`config.mk`:
```
export PLATFORM = sky130hd
export DESIGN_NAME = bcmb_box_track
export DESIGN_NICKNAME = d
export VERILOG_FILES = /design/src/rtl/core/bcmb_pkg.sv /design/src/rtl/core/bcmb_box_track.sv
export SDC_FILE = /design/constraint.sdc
export NUM_CORES = 1
export LEC_CHECK = 0
export BUFFER_PORTS_ARGS = -buffer_cell sky130_fd_sc_hd__buf_2
export CORE_ASPECT_RATIO = 1.25
export CORE_UTILIZATION = 40
export CTS_BUF_LIST = sky130_fd_sc_hd__clkbuf_4 sky130_fd_sc_hd__clkbuf_8
export CTS_CLUSTER_DIAMETER = 30
export DETAILED_ROUTE_END_ITERATION = 10
export GPL_ROUTABILITY_DRIVEN = 0
export HOLD_SLACK_MARGIN = 0.1
export PLACE_DENSITY_LB_ADDON = 0.1
export SYNTH_ARGS = -nofsm -noshare
export SYNTH_HDL_FRONTEND = slang
export SYNTH_SLANG_ARGS = --single-unit
```
`constraint.sdc`:
```
create_clock -name clock -period 16.13 [get_ports clock]
set_input_delay 2.4195 -clock clock [delete_from_list [all_inputs] [get_ports clock]]
set_output_delay 2.4195 -clock clock [all_outputs]
set_load 0.02 [all_outputs]
```
`src/rtl/core/bcmb_pkg.sv`:
```
// ----------------------------------------------------------------------------
// bcmb_pkg
// Shared types and constants for the background change mask / bounding box
// block: beat payload structs, size limits, register indexes, tracker structs.
// ----------------------------------------------------------------------------
package bcmb_pkg;

   // Frame size limits
   localparam int MAX_WIDTH  = 512;
   localparam int MAX_HEIGHT = 512;
   localparam int COL_BITS   = $clog2(MAX_WIDTH);
   localparam int LINE_BITS  = $clog2(MAX_HEIGHT);
   localparam int SIZE_BITS  = 10;
   localparam int ADDR_BITS  = LINE_BITS + COL_BITS;
   localparam int STORE_DEPTH = MAX_WIDTH * MAX_HEIGHT;
   localparam int PIX_BITS   = 24;

   // Configuration port
   localparam int CSR_IDX_BITS  = 2;
   localparam int CSR_DATA_BITS = 10;
   localparam logic [CSR_IDX_BITS-1:0] CSR_FRAME_WIDTH      = 2'd0;
   localparam logic [CSR_IDX_BITS-1:0] CSR_FRAME_HEIGHT     = 2'd1;
   localparam logic [CSR_IDX_BITS-1:0] CSR_CHANGE_THRESHOLD = 2'd2;

   localparam logic [SIZE_BITS-1:0] FRAME_WIDTH_RESET  = 10'd512;
   localparam logic [SIZE_BITS-1:0] FRAME_HEIGHT_RESET = 10'd512;
   localparam logic [7:0]           THRESHOLD_RESET    = 8'd16;

   // Tracker start values: min trackers sit at the far frame edge
   localparam logic [COL_BITS-1:0]  COL_LAST  = COL_BITS'(MAX_WIDTH - 1);
   localparam logic [LINE_BITS-1:0] LINE_LAST = LINE_BITS'(MAX_HEIGHT - 1);

   typedef struct packed {
      logic [7:0] red;
      logic [7:0] green;
      logic [7:0] blue;
      logic       new_sequence;
   } req_type;

   typedef struct packed {
      logic       changed;
      logic       frame_end;
      logic [8:0] box_x;
      logic [8:0] box_y;
      logic [9:0] box_width;
      logic [9:0] box_height;
      logic [9:0] largest_width;
      logic [9:0] largest_height;
   } rsp_type;

   // Per-pixel info handed to the box tracker
   typedef struct packed {
      logic                 changed;
      logic                 first_frame;
      logic                 new_sequence;
      logic                 frame_end;
      logic [COL_BITS-1:0]  column;
      logic [LINE_BITS-1:0] line;
   } track_in_type;

   // Box report for the current pixel
   typedef struct packed {
      logic [COL_BITS-1:0]  box_x;
      logic [LINE_BITS-1:0] box_y;
      logic [SIZE_BITS-1:0] box_width;
      logic [SIZE_BITS-1:0] box_height;
      logic [SIZE_BITS-1:0] largest_width;
      logic [SIZE_BITS-1:0] largest_height;
   } box_report_type;

endpackage

```
`src/rtl/core/bcmb_box_track.sv`:
```
// ----------------------------------------------------------------------------
// bcmb_box_track
// Bounding box and peak size tracking over changed pixels. Produces the
// frame-end report for the pixel in flight; state moves on each advance.
// ----------------------------------------------------------------------------
module bcmb_box_track (
   input  logic                    clock,
   input  logic                    reset,
   input  logic                    advance,
   input  bcmb_pkg::track_in_type  track_in,
   output bcmb_pkg::box_report_type report
);
   import bcmb_pkg::*;

   logic [COL_BITS-1:0]  min_col_ff, min_col_in, max_col_ff, max_col_in;
   logic [LINE_BITS-1:0] min_line_ff, min_line_in, max_line_ff, max_line_in;
   logic                 any_ff, any_in;
   logic [SIZE_BITS-1:0] peak_w_ff, peak_w_in, peak_h_ff, peak_h_in;

   // Tracker registers
   always_ff @(posedge clock) begin
      if (reset) begin
         min_col_ff  <= COL_LAST;
         max_col_ff  <= '0;
         min_line_ff <= LINE_LAST;
         max_line_ff <= '0;
         any_ff      <= 1'b0;
         peak_w_ff   <= '0;
         peak_h_ff   <= '0;
      end else if (advance) begin
         min_col_ff  <= min_col_in;
         max_col_ff  <= max_col_in;
         min_line_ff <= min_line_in;
         max_line_ff <= max_line_in;
         any_ff      <= any_in;
         peak_w_ff   <= peak_w_in;
         peak_h_ff   <= peak_h_in;
      end
   end

   // Sequence restart, box update, frame-end report and box clear
   always_comb begin
      logic [SIZE_BITS-1:0] bw;
      logic [SIZE_BITS-1:0] bh;
      min_col_in  = min_col_ff;
      max_col_in  = max_col_ff;
      min_line_in = min_line_ff;
      max_line_in = max_line_ff;
      any_in      = any_ff;
      peak_w_in   = peak_w_ff;
      peak_h_in   = peak_h_ff;
      report      = '0;
      bw          = '0;
      bh          = '0;

      if (track_in.new_sequence) begin
         min_col_in  = COL_LAST;
         max_col_in  = '0;
         min_line_in = LINE_LAST;
         max_line_in = '0;
         any_in      = 1'b0;
         peak_w_in   = '0;
         peak_h_in   = '0;
      end

      if (track_in.changed) begin
         any_in = 1'b1;
         if (track_in.column < min_col_in) min_col_in = track_in.column;
         if (track_in.column > max_col_in) max_col_in = track_in.column;
         if (track_in.line < min_line_in) min_line_in = track_in.line;
         if (track_in.line > max_line_in) max_line_in = track_in.line;
      end

      if (track_in.frame_end) begin
         if (!track_in.first_frame && any_in) begin
            bw = SIZE_BITS'({1'b0, max_col_in} - {1'b0, min_col_in} + 1'b1);
            bh = SIZE_BITS'({1'b0, max_line_in} - {1'b0, min_line_in} + 1'b1);
            report.box_x      = min_col_in;
            report.box_y      = min_line_in;
            report.box_width  = bw;
            report.box_height = bh;
            if (bw > peak_w_in) peak_w_in = bw;
            if (bh > peak_h_in) peak_h_in = bh;
         end
         report.largest_width  = peak_w_in;
         report.largest_height = peak_h_in;
         min_col_in  = COL_LAST;
         max_col_in  = '0;
         min_line_in = LINE_LAST;
         max_line_in = '0;
         any_in      = 1'b0;
      end
   end

endmodule

```
==> impl_metrics.json <==
{
  "diodes": 0,
  "max_stage_delay_ns": 0.65,
  "clock-skew-final_ns": 0.0143,
  "ctsHoldBuffers": 0,
  "cp.arrival_ns": 9.98,
  "synth_cell_types": 74,
  "netSwitchingFraction_pct": 38.3,
  "coreArea_mm2": 0.0138,
  "final_nets": 850,
  "post-route-period-util_pct": 76.9,
  "start_util_pct": 40.8,
  "crit_path_end": "report[19]",
  "vias": 5299,
  "slew_violations": 0,
  "cts_buffers": 9,
  "crit_top_cell": "ha_1",
  "ys_ff_latch": 57,
  "endpoint_kind": "output port",
  "layout_common_cells": "ha_1, buf_2, nand2_1",
  "yosys-top-cells-area": "dfxtp_1, ha_1, nand2_1",
  "yosysTopAreaCell": "dfxtp_1",
  "total_power_uw": 454,
  "final_cell_area_mm2": 0.00634,
  "grtUsageTotal_pct": 23.9,
  "combPwrFrac_pct": 35.9,
  "dr.pass1.iters": 5,
  "port_buffers": 82,
  "slew_headroom_pct": 16.6,
  "pin_count": 83,
  "critPathMaxFanout": 38,
  "netlist_instances": 675,
  "rsz0062_at_grt": "false",
  "netlist.area_leader.share_pct": 20.3,
  "hold_viol": 0,
  "cts_max_level": 3,
  "dieArea_mm2": 0.0145,
  "crit_required_ns": 13.71,
  "synth-edff-count": 0,
  "r2r_slack_ns": 9.04,
  "finalCriticalPeriod_ns": 12.40,
  "rows": 48,
  "max_cap_viol_count": 0,
  "ys.flop_type": "dfxtp_1",
  "yosysWarnings": 0,
  "tightest_slew_ns": 1.24,
  "p_sw_uw": 174,
  "drt_iter0_drc": 277,
  "p_int_uw": 280,
  "power_frac_seq_pct": 32.2,
  "grt_max_degree": 39,
  "postRouteAntennaNets": 0,
  "vias_per_cell": 5.75,
  "ys_seq_area_share_pct": 20.3,
  "wl_per_cell_um": 18.1,
  "fmax_mhz": 80.7,
  "hp-class": "reg2reg",
  "final_util_pct": 46.1,
  "crit_start": "track_in[19]",
  "die_h_um": 134,
  "postSynthAreaPerCell_um2": 8.32,
  "cts_tree": "built",
  "clockBufferDepth": 2,
  "drc": 0,
  "grt_pass1_wl_um": 26900,
  "startpoint_type": "primary input",
  "antenna_found_initial": 0,
  "grt_pass1_vias": 5309,
  "clk-insertion-delay-late_ns": 0.37,
  "cts.sinks": 57,
  "placed_cell_area_mm2": 0.00614,
  "r2r-end": "peak_w_ff[3]",
  "crit_type": "in2out",
  "status": "completed",
  "cts_setup_buffers": 0,
  "netlist_area_mm2": 0.00562,
  "ys_async_sr_fraction_pct": 0,
  "synth.net_count": 784,
  "setup_tns_ns": 0,
  "syn_to_final_growth_pct": 12.9,
  "pwr_density_cell_mw_per_mm2": 71.6,
  "die_x_um": 108,
  "overflow": 0,
  "critical-path-slowest-cell": "o21ai_1",
  "p_leak_uw": 0.00308,
  "cts-resized-gates": 0,
  "dp_hpwl_um": 12600,
  "ctsRootBufferMaster": "clkbuf_8",
  "r2r_start": "min_col_ff[1]",
  "p_clk_share_pct": 31.9,
  "drive_gt1_share_pct": 20.9,
  "routed_wl_um": 16700,
  "clk_pin_slew_ns": 0.07,
  "r2r_cells": 27,
  "ir_drop_v": 0.0000309,
  "setup_viol": 0
}
[sequential cells by signal, summed over array words and instances, names as in the netlist]
register / cells
max_col_ff: 9
peak_h_ff: 10
min_line_ff: 9
peak_w_ff: 10
max_line_ff: 9
min_col_ff: 9
any_ff: 1
[logic make-up after synthesis]
group	count (synthesis)	share of synthesized area [%]
compound gates	172	23.7
flops	57	20.3
xor+xnor	16	2.74
mux	50	9.85
buf+inv	70	5.03
simple gates	225	19.2
fa+ha+maj	85	19.2
[power groups by stage]
| stage | sequential (uW) | clock (uW) | combinational [uW] |
|---|---|---|---|
| 2_1_floorplan | 149 | 0 | 118 |
| 3_3_place_gp | 150 | 0 | 159 |
| 3_5_place_dp | 150 | 0 | 161 |
| 4_1_cts | 146 | 147 | 163 |
| 5_1_grt | 147 | 154 | 181 |
| 6_report | 146 | 145 | 163 |
[area by class of cell]
| type | instances | area [um2] |
|---|---|---|
| Clock buffer | 10 | 131 |
| Clock inverter | 6 | 67.6 |
| Fill cell | 1412 | 7410 |
| Inverter | 40 | 150 |
| Multi-Input combinational cell | 548 | 4200 |
| Sequential cell | 57 | 1140 |
| Tap cell | 175 | 219 |
| Timing Repair Buffer | 85 | 433 |
[cells in the mapped netlist (6+ instances only)]
cell	count
a21oi_1	30
dfxtp_1	57
o21ai_0	17
nor3_1	12
and2_1	15
ha_1	82
mux2_2	22
mux2i_1	23
nor2b_1	10
xor2_1	11
o21ai_1	7
nor2_1	71
a211oi_1	9
o22a_1	18
inv_1	39
a22o_1	19
a21o_1	15
clkbuf_1	21
nand2_1	73
nand3_1	7
o21a_1	6
[worst min path at each step]
stage                             from  slack, ns  cells past startpoint            to
after floorplan           peak_w_ff[0]       0.42                      2  peak_w_ff[0]
after global placement    peak_h_ff[7]       0.44                      1  peak_h_ff[7]
after detailed placement  peak_h_ff[7]       0.44                      1  peak_h_ff[7]
after CTS                 peak_w_ff[1]       0.46                      2  peak_w_ff[1]
after global routing      peak_h_ff[7]       0.49                      1  peak_h_ff[7]
final                     peak_w_ff[2]       0.46                      2  peak_w_ff[2]
[per-layer routing]
metal / routed length [um] / vias to the layer above / GRT usage [%]
met4: 412 / 0 / 8.75
met3: 808 / 28 / 4.54
met5: 0 / - / 0
met2: 8140 / 147 / 41.5
met1: 7310 / 2529 / 28.9
li1: - / 2595 / -
[stage by stage]
step	instances	worst slack (ns)	hold slack (ns)
2_1_floorplan	675	5.10	0.423
3_3_place_gp	905	3.95	0.436
4_1_cts	921	3.75	0.458
6_report	921	3.73	0.459
5_1_grt	921	3.23	0.485
3_5_place_dp	905	3.79	0.442
[critical path, delay by kind of cell]
family / cells / cell delay (ns)
AO/OA/AOI/OAI: 11 / 2.70
adder cells (fa/ha/maj): 5 / 1.59
buffers and inverters: 6 / 1.21
AND/OR/NAND/NOR: 6 / 1.01
multiplexers: 2 / 0.76
XOR/XNOR: 1 / 0.23
(Power assumes the default switching activity.)
